[src/sv/tpm_pkg.sv]
// Shared types, constants and matching function of the tunnel point match table.
`timescale 1ns / 1ps

package tpm_pkg;

    localparam int TPM_TABLE_DEPTH    = 16;
    localparam int CMD_QUEUE_DEPTH    = 2;
    localparam int ADDR_W             = 16;
    localparam int ID_W               = 16;
    localparam int CLASS_W            = 8;
    localparam int KIND_W             = 2;
    localparam int POINT_W            = 3;
    localparam int SLOT_W             = 4;

    localparam logic [CLASS_W-1:0] IGNORE_CLASS_RESET = 8'd2;

    localparam logic [KIND_W-1:0] KIND_ACTIVATE   = 2'd0;
    localparam logic [KIND_W-1:0] KIND_DEACTIVATE = 2'd1;
    localparam logic [KIND_W-1:0] KIND_CLASSIFY   = 2'd2;

    localparam logic [POINT_W-1:0] POINT_NONE = 3'd0;
    localparam logic [POINT_W-1:0] POINT_IN   = 3'd1;
    localparam logic [POINT_W-1:0] POINT_OUT  = 3'd2;
    localparam logic [POINT_W-1:0] POINT_FROM = 3'd3;
    localparam logic [POINT_W-1:0] POINT_TO   = 3'd4;

    typedef enum logic [2:0] {
        OP_NOP,
        OP_ACTIVATE,
        OP_DEACTIVATE,
        OP_CLASSIFY,
        OP_BYPASS
    } op_t;

    typedef struct packed {
        logic [KIND_W-1:0]  kind;
        logic [ADDR_W-1:0]  addr_in;
        logic [ADDR_W-1:0]  addr_out;
        logic [ADDR_W-1:0]  addr_from;
        logic [ADDR_W-1:0]  addr_to;
        logic [ID_W-1:0]    tunnel_id;
        logic [ADDR_W-1:0]  pkt_src;
        logic [ADDR_W-1:0]  pkt_dst;
        logic [ADDR_W-1:0]  node_addr;
        logic [CLASS_W-1:0] pkt_class;
    } in_item_t;

    typedef struct packed {
        logic [ID_W-1:0]    result_id;
        logic [POINT_W-1:0] point;
        logic               ignored;
        logic               table_full;
        logic [SLOT_W-1:0]  slot_index;
    } out_item_t;

    // One decoded command as it waits in the queue between front and back.
    typedef struct packed {
        op_t               op;
        logic [ADDR_W-1:0] addr_in;
        logic [ADDR_W-1:0] addr_out;
        logic [ADDR_W-1:0] addr_from;
        logic [ADDR_W-1:0] addr_to;
        logic [ID_W-1:0]   tunnel_id;
        logic [ADDR_W-1:0] pkt_src;
        logic [ADDR_W-1:0] pkt_dst;
        logic [ADDR_W-1:0] node_addr;
    } cmd_t;

    typedef struct packed {
        logic valid;
        cmd_t cmd;
    } cmd_req_t;

    typedef struct packed {
        logic [ADDR_W-1:0] addr_in;
        logic [ADDR_W-1:0] addr_out;
        logic [ADDR_W-1:0] addr_from;
        logic [ADDR_W-1:0] addr_to;
        logic [ID_W-1:0]   id;
    } slot_entry_t;

    // Role of a node for a packet against one tunnel entry. Only the first
    // node comparison that holds decides.
    function automatic logic [POINT_W-1:0] role_of(
        slot_entry_t       e,
        logic [ADDR_W-1:0] node,
        logic [ADDR_W-1:0] src,
        logic [ADDR_W-1:0] dst
    );
        logic [POINT_W-1:0] r;
        r = POINT_NONE;
        if (node == e.addr_in) begin
            r = (dst == e.addr_from || src == e.addr_to) ? POINT_IN : POINT_NONE;
        end else if (node == e.addr_out) begin
            r = (src == e.addr_to || dst == e.addr_to) ? POINT_OUT : POINT_NONE;
        end else if (node == e.addr_from) begin
            r = (dst == e.addr_from || src == e.addr_from) ? POINT_FROM : POINT_NONE;
        end else if (node == e.addr_to) begin
            r = (dst == e.addr_to) ? POINT_TO : POINT_NONE;
        end
        return r;
    endfunction

endpackage

[src/sv/tunnel_point_match_table.sv]
// Top level of the tunnel point match table.
//
// Commands arrive on the s_ channel (valid/ready) as one in_item_t: activate
// a tunnel, deactivate a tunnel by id, or classify a packet at a node. Each
// accepted transaction gives exactly one out_item_t transaction on the m_
// channel, in order. cfg_we/cfg_wdata write the ignored traffic class.
// The front end decodes commands into a two-entry queue, so it keeps taking
// transactions while the back end scans. The back end walks the table one
// slot per cycle: activate checks the valid flags, deactivate and classify
// read the slot RAM, whose read data is registered. An ignored packet or an
// unused kind skips the scan. The back end takes a new command only after
// the result of the last one reaches the output register, so the table
// scan sets the throughput. Results wait in an output register while
// m_ready is low; the back end then holds and the queue fills, after which
// s_ready drops. Reset empties the table, clears the id counter to zero and
// sets the ignored class to 2; slot contents need no clearing.
`timescale 1ns / 1ps

module tunnel_point_match_table import tpm_pkg::*; #(
    parameter int TABLE_DEPTH = TPM_TABLE_DEPTH
) (
    input  logic               aclk,
    input  logic               aresetn,
    input  logic               cfg_we,
    input  logic [CLASS_W-1:0] cfg_wdata,
    input  logic               s_valid,
    output logic               s_ready,
    input  in_item_t           s_data,
    output logic               m_valid,
    input  logic               m_ready,
    output out_item_t          m_data
);

    cmd_req_t cmd_req;
    logic     cmd_pop;

    tpm_front u_front (
        .aclk      (aclk),
        .aresetn   (aresetn),
        .cfg_we    (cfg_we),
        .cfg_wdata (cfg_wdata),
        .s_valid   (s_valid),
        .s_ready   (s_ready),
        .s_data    (s_data),
        .cmd_req   (cmd_req),
        .cmd_pop   (cmd_pop)
    );

    tpm_back #(
        .TABLE_DEPTH (TABLE_DEPTH)
    ) u_back (
        .aclk    (aclk),
        .aresetn (aresetn),
        .cmd_req (cmd_req),
        .cmd_pop (cmd_pop),
        .m_valid (m_valid),
        .m_ready (m_ready),
        .m_data  (m_data)
    );

    // The back end only takes a command that the queue actually holds.
    a_pop_needs_cmd: assert property (@(posedge aclk) disable iff (!aresetn)
        cmd_pop |-> cmd_req.valid)
        else $error("command popped from an empty queue");

    // A queued command stays until the back end takes it.
    a_cmd_held: assert property (@(posedge aclk) disable iff (!aresetn)
        cmd_req.valid && !cmd_pop |=> cmd_req.valid)
        else $error("queued command lost before it was taken");

    a_flags_exclusive: assert property (@(posedge aclk) disable iff (!aresetn)
        m_valid |-> !(m_data.ignored && m_data.table_full))
        else $error("result is both ignored and table full");

    // A full table reports nothing else.
    a_full_clean: assert property (@(posedge aclk) disable iff (!aresetn)
        m_valid && m_data.table_full |->
            (m_data.result_id == '0 && m_data.point == POINT_NONE
             && m_data.slot_index == '0))
        else $error("table full result carries other fields");

endmodule

[src/sv/tpm_ram.sv]
// Generic single-write, single-read RAM with registered read data.
`timescale 1ns / 1ps

module tpm_ram #(
    parameter int WIDTH = 8,
    parameter int DEPTH = 16,
    parameter int AW    = (DEPTH > 1) ? $clog2(DEPTH) : 1
) (
    input  logic             aclk,
    input  logic             we,
    input  logic [AW-1:0]    waddr,
    input  logic [WIDTH-1:0] wdata,
    input  logic [AW-1:0]    raddr,
    output logic [WIDTH-1:0] rdata
);

    logic [WIDTH-1:0] mem [DEPTH];

    always_ff @(posedge aclk) begin
        if (we) begin
            mem[waddr] <= wdata;
        end
        rdata <= mem[raddr];
    end

endmodule

[src/sv/tpm_front.sv]
// Front end: input channel, class register, command decode and command queue.
`timescale 1ns / 1ps

module tpm_front import tpm_pkg::*; (
    input  logic               aclk,
    input  logic               aresetn,
    input  logic               cfg_we,
    input  logic [CLASS_W-1:0] cfg_wdata,
    input  logic               s_valid,
    output logic               s_ready,
    input  in_item_t           s_data,
    output cmd_req_t           cmd_req,
    input  logic               cmd_pop
);

    localparam int QD    = CMD_QUEUE_DEPTH;
    localparam int PTR_W = (QD > 1) ? $clog2(QD) : 1;
    localparam int CNT_W = $clog2(QD + 1);
    localparam logic [PTR_W-1:0] PTR_LAST = PTR_W'(QD - 1);
    localparam logic [CNT_W-1:0] CNT_FULL = CNT_W'(QD);

    logic [CLASS_W-1:0] ignore_class_reg;
    cmd_t               q_reg [QD];
    logic [PTR_W-1:0]   wr_ptr_reg, wr_ptr_next;
    logic [PTR_W-1:0]   rd_ptr_reg, rd_ptr_next;
    logic [CNT_W-1:0]   count_reg, count_next;
    cmd_t               cmd_in;
    logic               push;

    always_comb begin
        cmd_in.addr_in   = s_data.addr_in;
        cmd_in.addr_out  = s_data.addr_out;
        cmd_in.addr_from = s_data.addr_from;
        cmd_in.addr_to   = s_data.addr_to;
        cmd_in.tunnel_id = s_data.tunnel_id;
        cmd_in.pkt_src   = s_data.pkt_src;
        cmd_in.pkt_dst   = s_data.pkt_dst;
        cmd_in.node_addr = s_data.node_addr;
        case (s_data.kind)
            KIND_ACTIVATE:   cmd_in.op = OP_ACTIVATE;
            KIND_DEACTIVATE: cmd_in.op = OP_DEACTIVATE;
            KIND_CLASSIFY: begin
                // Background traffic never reaches the table scan.
                cmd_in.op = (s_data.pkt_class == ignore_class_reg) ? OP_BYPASS
                                                                   : OP_CLASSIFY;
            end
            default:         cmd_in.op = OP_NOP;
        endcase
    end

    assign s_ready = (count_reg != CNT_FULL);
    assign push    = s_valid && s_ready;

    always_comb begin
        wr_ptr_next = wr_ptr_reg;
        rd_ptr_next = rd_ptr_reg;
        count_next  = count_reg;
        if (push) begin
            wr_ptr_next = (wr_ptr_reg == PTR_LAST) ? '0 : wr_ptr_reg + 1'b1;
        end
        if (cmd_pop) begin
            rd_ptr_next = (rd_ptr_reg == PTR_LAST) ? '0 : rd_ptr_reg + 1'b1;
        end
        case ({push, cmd_pop})
            2'b10:   count_next = count_reg + 1'b1;
            2'b01:   count_next = count_reg - 1'b1;
            default: count_next = count_reg;
        endcase
    end

    assign cmd_req.valid = (count_reg != '0);
    assign cmd_req.cmd   = q_reg[rd_ptr_reg];

    always_ff @(posedge aclk) begin
        if (!aresetn) begin
            ignore_class_reg <= IGNORE_CLASS_RESET;
            wr_ptr_reg       <= '0;
            rd_ptr_reg       <= '0;
            count_reg        <= '0;
        end else begin
            if (cfg_we) begin
                ignore_class_reg <= cfg_wdata;
            end
            wr_ptr_reg <= wr_ptr_next;
            rd_ptr_reg <= rd_ptr_next;
            count_reg  <= count_next;
        end
    end

    always_ff @(posedge aclk) begin
        if (push) begin
            q_reg[wr_ptr_reg] <= cmd_in;
        end
    end

endmodule

[src/sv/tpm_back.sv]
// Back end: slot-by-slot table scan, slot storage and result register.
`timescale 1ns / 1ps

module tpm_back import tpm_pkg::*; #(
    parameter int TABLE_DEPTH = TPM_TABLE_DEPTH
) (
    input  logic      aclk,
    input  logic      aresetn,
    input  cmd_req_t  cmd_req,
    output logic      cmd_pop,
    output logic      m_valid,
    input  logic      m_ready,
    output out_item_t m_data
);

    localparam int IDX_W   = (TABLE_DEPTH > 1) ? $clog2(TABLE_DEPTH) : 1;
    localparam int CNT_W   = $clog2(TABLE_DEPTH + 1);
    localparam int ENTRY_W = $bits(slot_entry_t);
    localparam logic [IDX_W-1:0] LAST_IDX = IDX_W'(TABLE_DEPTH - 1);
    localparam logic [CNT_W-1:0] CNT_END  = CNT_W'(TABLE_DEPTH);

    typedef enum logic [3:0] {
        S_IDLE = 4'b0001,
        S_FREE = 4'b0010,
        S_SCAN = 4'b0100,
        S_DONE = 4'b1000
    } state_t;

    state_t                 state_reg, state_next;
    cmd_t                   cmd_reg, cmd_next;
    logic [TABLE_DEPTH-1:0] valid_reg, valid_next;
    logic [ID_W-1:0]        next_id_reg, next_id_next;
    logic [IDX_W-1:0]       free_idx_reg, free_idx_next;
    logic [CNT_W-1:0]       issue_cnt_reg, issue_cnt_next;
    logic                   rd_vld_reg, rd_vld_next;
    logic [IDX_W-1:0]       rd_idx_reg, rd_idx_next;
    out_item_t              res_reg, res_next;
    logic                   m_valid_reg, m_valid_next;
    out_item_t              m_data_reg, m_data_next;

    logic                   ram_we;
    logic [IDX_W-1:0]       ram_raddr;
    slot_entry_t            ram_wdata;
    logic [ENTRY_W-1:0]     ram_rdata;
    slot_entry_t            entry;
    logic [POINT_W-1:0]     role;
    logic                   scan_stop;
    logic [31:0]            free_ext, rd_ext;

    tpm_ram #(
        .WIDTH (ENTRY_W),
        .DEPTH (TABLE_DEPTH),
        .AW    (IDX_W)
    ) u_slot_ram (
        .aclk  (aclk),
        .we    (ram_we),
        .waddr (free_idx_reg),
        .wdata (ram_wdata),
        .raddr (ram_raddr),
        .rdata (ram_rdata)
    );

    assign entry    = slot_entry_t'(ram_rdata);
    assign role     = role_of(entry, cmd_reg.node_addr, cmd_reg.pkt_src, cmd_reg.pkt_dst);
    assign free_ext = 32'(free_idx_reg);
    assign rd_ext   = 32'(rd_idx_reg);

    always_comb begin
        ram_wdata.addr_in   = cmd_reg.addr_in;
        ram_wdata.addr_out  = cmd_reg.addr_out;
        ram_wdata.addr_from = cmd_reg.addr_from;
        ram_wdata.addr_to   = cmd_reg.addr_to;
        ram_wdata.id        = next_id_reg;
    end

    always_comb begin
        state_next     = state_reg;
        cmd_next       = cmd_reg;
        valid_next     = valid_reg;
        next_id_next   = next_id_reg;
        free_idx_next  = free_idx_reg;
        issue_cnt_next = issue_cnt_reg;
        rd_vld_next    = 1'b0;
        rd_idx_next    = rd_idx_reg;
        res_next       = res_reg;
        m_data_next    = m_data_reg;
        m_valid_next   = m_valid_reg && !m_ready;
        cmd_pop        = 1'b0;
        ram_we         = 1'b0;
        ram_raddr      = issue_cnt_reg[IDX_W-1:0];
        scan_stop      = 1'b0;

        case (state_reg)
            S_IDLE: begin
                if (cmd_req.valid) begin
                    cmd_pop        = 1'b1;
                    cmd_next       = cmd_req.cmd;
                    res_next       = '0;
                    free_idx_next  = '0;
                    issue_cnt_next = '0;
                    case (cmd_req.cmd.op)
                        OP_ACTIVATE:   state_next = S_FREE;
                        OP_DEACTIVATE: state_next = S_SCAN;
                        OP_CLASSIFY:   state_next = S_SCAN;
                        OP_BYPASS: begin
                            res_next.ignored = 1'b1;
                            state_next       = S_DONE;
                        end
                        default:       state_next = S_DONE;
                    endcase
                end
            end

            // Valid bits sit in flip-flops, so the free search needs no RAM read.
            S_FREE: begin
                if (!valid_reg[free_idx_reg]) begin
                    ram_we                   = 1'b1;
                    valid_next[free_idx_reg] = 1'b1;
                    res_next.result_id       = next_id_reg;
                    res_next.slot_index      = free_ext[SLOT_W-1:0];
                    next_id_next             = next_id_reg + 1'b1;
                    state_next               = S_DONE;
                end else if (free_idx_reg == LAST_IDX) begin
                    res_next.table_full = 1'b1;
                    state_next          = S_DONE;
                end else begin
                    free_idx_next = free_idx_reg + 1'b1;
                end
            end

            // Reads are issued one slot ahead; each returned entry is checked
            // the cycle after its address went out.
            S_SCAN: begin
                if (issue_cnt_reg != CNT_END) begin
                    rd_vld_next    = 1'b1;
                    rd_idx_next    = issue_cnt_reg[IDX_W-1:0];
                    issue_cnt_next = issue_cnt_reg + 1'b1;
                end
                if (rd_vld_reg) begin
                    if (cmd_reg.op == OP_DEACTIVATE) begin
                        if (valid_reg[rd_idx_reg] && entry.id == cmd_reg.tunnel_id) begin
                            valid_next[rd_idx_reg] = 1'b0;
                            scan_stop              = 1'b1;
                        end
                    end else if (valid_reg[rd_idx_reg] && role != POINT_NONE) begin
                        res_next.result_id  = entry.id;
                        res_next.point      = role;
                        res_next.slot_index = rd_ext[SLOT_W-1:0];
                        scan_stop           = 1'b1;
                    end
                    if (rd_idx_reg == LAST_IDX) begin
                        scan_stop = 1'b1;
                    end
                end
                if (scan_stop) begin
                    rd_vld_next = 1'b0;
                    state_next  = S_DONE;
                end
            end

            S_DONE: begin
                if (!m_valid_reg || m_ready) begin
                    m_valid_next = 1'b1;
                    m_data_next  = res_reg;
                    state_next   = S_IDLE;
                end
            end

            default: state_next = S_IDLE;
        endcase
    end

    always_ff @(posedge aclk) begin
        if (!aresetn) begin
            state_reg   <= S_IDLE;
            valid_reg   <= '0;
            next_id_reg <= '0;
            rd_vld_reg  <= 1'b0;
            m_valid_reg <= 1'b0;
        end else begin
            state_reg   <= state_next;
            valid_reg   <= valid_next;
            next_id_reg <= next_id_next;
            rd_vld_reg  <= rd_vld_next;
            m_valid_reg <= m_valid_next;
        end
    end

    always_ff @(posedge aclk) begin
        cmd_reg       <= cmd_next;
        free_idx_reg  <= free_idx_next;
        issue_cnt_reg <= issue_cnt_next;
        rd_idx_reg    <= rd_idx_next;
        res_reg       <= res_next;
        m_data_reg    <= m_data_next;
    end

    assign m_valid = m_valid_reg;
    assign m_data  = m_data_reg;

endmodule
[config.mk]
export PLATFORM = sky130hd
export DESIGN_NAME = tunnel_point_match_table
export DESIGN_NICKNAME = d
export VERILOG_FILES = /design/src/sv/tpm_pkg.sv /design/src/sv/tunnel_point_match_table.sv /design/src/sv/tpm_ram.sv /design/src/sv/tpm_front.sv /design/src/sv/tpm_back.sv
export SDC_FILE = /design/constraint.sdc
export NUM_CORES = 2
export LEC_CHECK = 0
export BUFFER_PORTS_ARGS = -buffer_cell sky130_fd_sc_hd__buf_4
export CORE_AREA = 5 5 534 536
export CTS_BUF_LIST = sky130_fd_sc_hd__clkbuf_4 sky130_fd_sc_hd__clkbuf_8
export CTS_CLUSTER_SIZE = 28
export DETAILED_ROUTE_END_ITERATION = 6
export DIE_AREA = 0 0 539 541
export GPL_TIMING_DRIVEN = 0
export SLEW_MARGIN = 20
export SYNTH_ARGS = -nofsm -noshare
export SYNTH_HDL_FRONTEND = slang
export SYNTH_SLANG_ARGS = --single-unit
[constraint.sdc]
create_clock -name aclk -period 10.3 [get_ports aclk]
set_clock_uncertainty 0.2 [all_clocks]
set_input_delay 2.06 -clock aclk [delete_from_list [all_inputs] [get_ports aclk]]
set_output_delay 2.06 -clock aclk [all_outputs]
set_load 0.005 [all_outputs]
==> impl_results.md <==
- DIE WIDTH: approximately 540 µm
- Vias per cell: approximately 4.4
- Fin crit share: 45.1%
- Drt drc: 0
- Placed instance area: 76,900 µm²
- Crit path time final: 4.64 ns
- Vias in the first global route: 34,000
- Ys async rst share: 0%
- Root Driver: clkbuf_8
- Post-synth top flop: edfxtp_1
- Lkg Pwr: 25.9 nW
- CTS tree: yes
- Synth top area cells: edfxtp_1 75%, mux4_2 13%, dfxtp_1 3.8%
- Critical R2R Launch: u_back.cmd_reg[1]
- Final Setup Violations: 0
- Pre-CTS WS: ~5.5 ns
- Wirelength per Cell: 24.1 µm
- Inserted Clock Buffers: 296
- F_max: 215 MHz
- Slowest cell on crit path: nor4_1
- Avg Inst Size Synth: 22.9 µm²
- Initial drt markers: 3,505
- P&R area growth vs syn: 19.1%
- Slew headroom: 22.5%
- H-tree depth: 5
- Fillers: ~27,000
- Clock tree buffer depth: 4
- Largest net degree at the start of global routing: 69
- CTS clock-pin slew for the worst setup and hold paths: about 0.060 ns
- Crit path capture type: register
- Top-count cell post-synth: edfxtp_1
- I/O Buffers: 175
- Mapped cell area: just under 70,000 µm²
- Hold endpoint: u_back.m_data[0]
- Most common cell on crit path: buf_2
- Post-synth top cells: 1,736 x edfxtp_1, 407 x mux4_2, 131 x dfxtp_1, 130 x mux2_2, 128 x xnor2_1
- Tot GR Track Use: 12.1%
- Hold Crit Class: register to register
- Cell depth of the worst flop-to-flop path: 10
- DRT Wirelength: 181,000 µm
- Postcts setup bufs: 0
- Total negative slack: 0 ns
- Synth top area share: 75.0%
- Synth warn: 0
- DIE AREA: just under 300,000 µm²
- WP data required: roughly 11 ns
- Vias: 33,300
- Crit-path cells: xor2_1, nor4_1, nand4_1, mux2_2, o21ai_1, a21oi_1, nor2_1, nor4_2, buf_2, buf_2
- Starting Density: between 20% and 30%
- Synth Register Bits: 1,867
- EDFF count, synth: ~1,700
- CTS Hold Bufs: 0
- Clock latency at the later pin of the worst-skew pair: 0.91 ns
- Final ANT Viol Nets: 0
- Worst-path fanout max: 8
- Core Region: 280,000 µm²
- Hold depth: 0
- Hold_sp: u_back.res_reg[0]
- Critical path data arrival time: between 5 and 6 ns
- Pwr/cell area: between 200 and 300 nW/µm²
- Design Power: 21.6 mW
- Fin nets: roughly 3,700
- R2r setup slk: 5.66 ns
- R2R Path End: u_back.res_reg[21]
- Remaining Overflow, GRT: 0
- Max Cap Violations: 0
- Clk sinks: 1,867
- TritonRoute pass-1 iters: 5
- Share of layout cells above drive strength 1: 34.9%
- Routability Congestion: between 0.8 and 0.9
- Synthesized Nets: 3,193
- Antenna violations before repair: 41
- Peak supply drop: about 0.00016 V
- Setup ws final: approximately 5.7 ns
- Max-slew violations: 0
- Seq/Total Area, Yosys: around four fifths
- Worst slew pin tran: 1.16 ns
- Crit path launch type: register
- Syn Inst Count: 3,034
- Global-route wire length before repair: between 200,000 and 300,000 µm
- CP max stage delay: 0.69 ns
- Synth cell types: 55
- Die Y: approximately 540 µm
- CP Class: register to register
- IO Pins: 178
- Post-CTS Resized: 0
- Design area: 82,800 µm²
- Status: complete, no violations
- Fin. Hold Viols: 0
- RSZ-0062 raised after global routing: no
- Final HPWL DP: 112,000 µm
- Post-synth top area cell: edfxtp_1
- Max reg flops: 1,280
- Row count: 195
## layout by cell type, fill, tap and decap left out, drive strengths merged, types with 4 or more instances in the layout
| cell type | instances |
|---|---|
| a21boi | 10 |
| a21oi | 6 |
| a22o | 14 |
| and2 | 27 |
| and4 | 4 |
| buf | 260 |
| bufinv | 5 |
| clkbuf | 525 |
| clkinv | 63 |
| clkinvlp | 13 |
| dfxtp | 131 |
| diode | 5 |
| edfxtp | 1736 |
| ha | 8 |
| inv | 22 |
| mux2 | 131 |
| mux2i | 14 |
| mux4 | 409 |
| nand2 | 38 |
| nand2b | 4 |
| nand3 | 17 |
| nand4 | 36 |
| nor2 | 23 |
| nor2b | 10 |
| nor3 | 6 |
| nor3b | 4 |
| nor4 | 15 |
| o21a | 22 |
| o21ai | 26 |
| or3 | 9 |
| xnor2 | 128 |
| xor2 | 41 |
## per-layer routing
layer  track usage [%]  up-vias  wire (µm)
met4              3.34        2       4810
met2              19.5     1528      86700
met5                 0        -          7
met1              16.3    17700      75200
li1                  -    13700          -
met3              2.76      351      14700
## layout make-up
class	instances	area (µm²)	share of cell area [%]
Sequential cell	1867	54800	66.1
Multi-Input combinational cell	1025	14300	17.3
Clock buffer	429	5300	6.40
Tap cell	3743	4680	5.65
Timing Repair Buffer	229	2550	3.08
Clock inverter	88	587	0.708
Buffer	127	554	0.669
Inverter	15	86.3	0.104
Antenna cell	5	12.5	0.0151
## kinds of logic (layout without fill, tap and decap cells)
family / count (synthesis) / after routing / share of synthesized area (%)
AOI/OAI and AO/OA: 88 / 88 / 0.885
buffers and inverters: 142 / 888 / 0.820
and+or+nand+nor: 206 / 206 / 1.71
xor gates and xnor gates: 169 / 169 / 2.13
adders and majority gates: 8 / 8 / 0.144
muxes: 554 / 554 / 15.6
DFF: 1867 / 1867 / 78.7
other: 0 / 5 / 0
## power breakdown
group	leakage, nW	switching (mW)	internal (mW)
combinational	5.89	2.36	2.14
sequential	16.9	1.07	9.69
clock	3.09	2.87	3.43
total	25.9	6.30	15.3
## critical path, delay by kind of cell (launching register included)
family	cells	cell delay, ns
and+or+nand+nor	4	1.76
DFF	1	0.65
xor gates and xnor gates	1	0.26
buffers and inverters	2	0.57
muxes	1	0.29
AOI/OAI and AO/OA	2	0.60
## worst max-delay path by stage
stage | start | end | slack, ns | cells past startpoint
detailed placement | u_back.cmd_reg[4] | u_back.res_reg[21] | 5.52 | 10
finish | u_back.cmd_reg[1] | u_back.res_reg[21] | 5.66 | 10
CTS | u_back.cmd_reg[4] | u_back.res_reg[21] | 5.48 | 10
global route | u_back.cmd_reg[4] | u_back.res_reg[22] | 5.42 | 10
floorplan | s_valid | u_front.q_reg[0][0] | 1.87 | 2
global placement | s_valid | u_front.q_reg[0][100] | -3.35 | 3
## stage by stage
step,util [%],cells,hold WS [ns]
3_5_place_dp,27.4,7004,0.205
6_report,29.5,7528,0.218
2_1_floorplan,-,3034,0.200
4_1_cts,29.5,7521,0.219
5_1_grt,29.5,7525,0.228
3_3_place_gp,26.9,6952,0.211
Note: power is estimated with default switching activity, not from simulation.
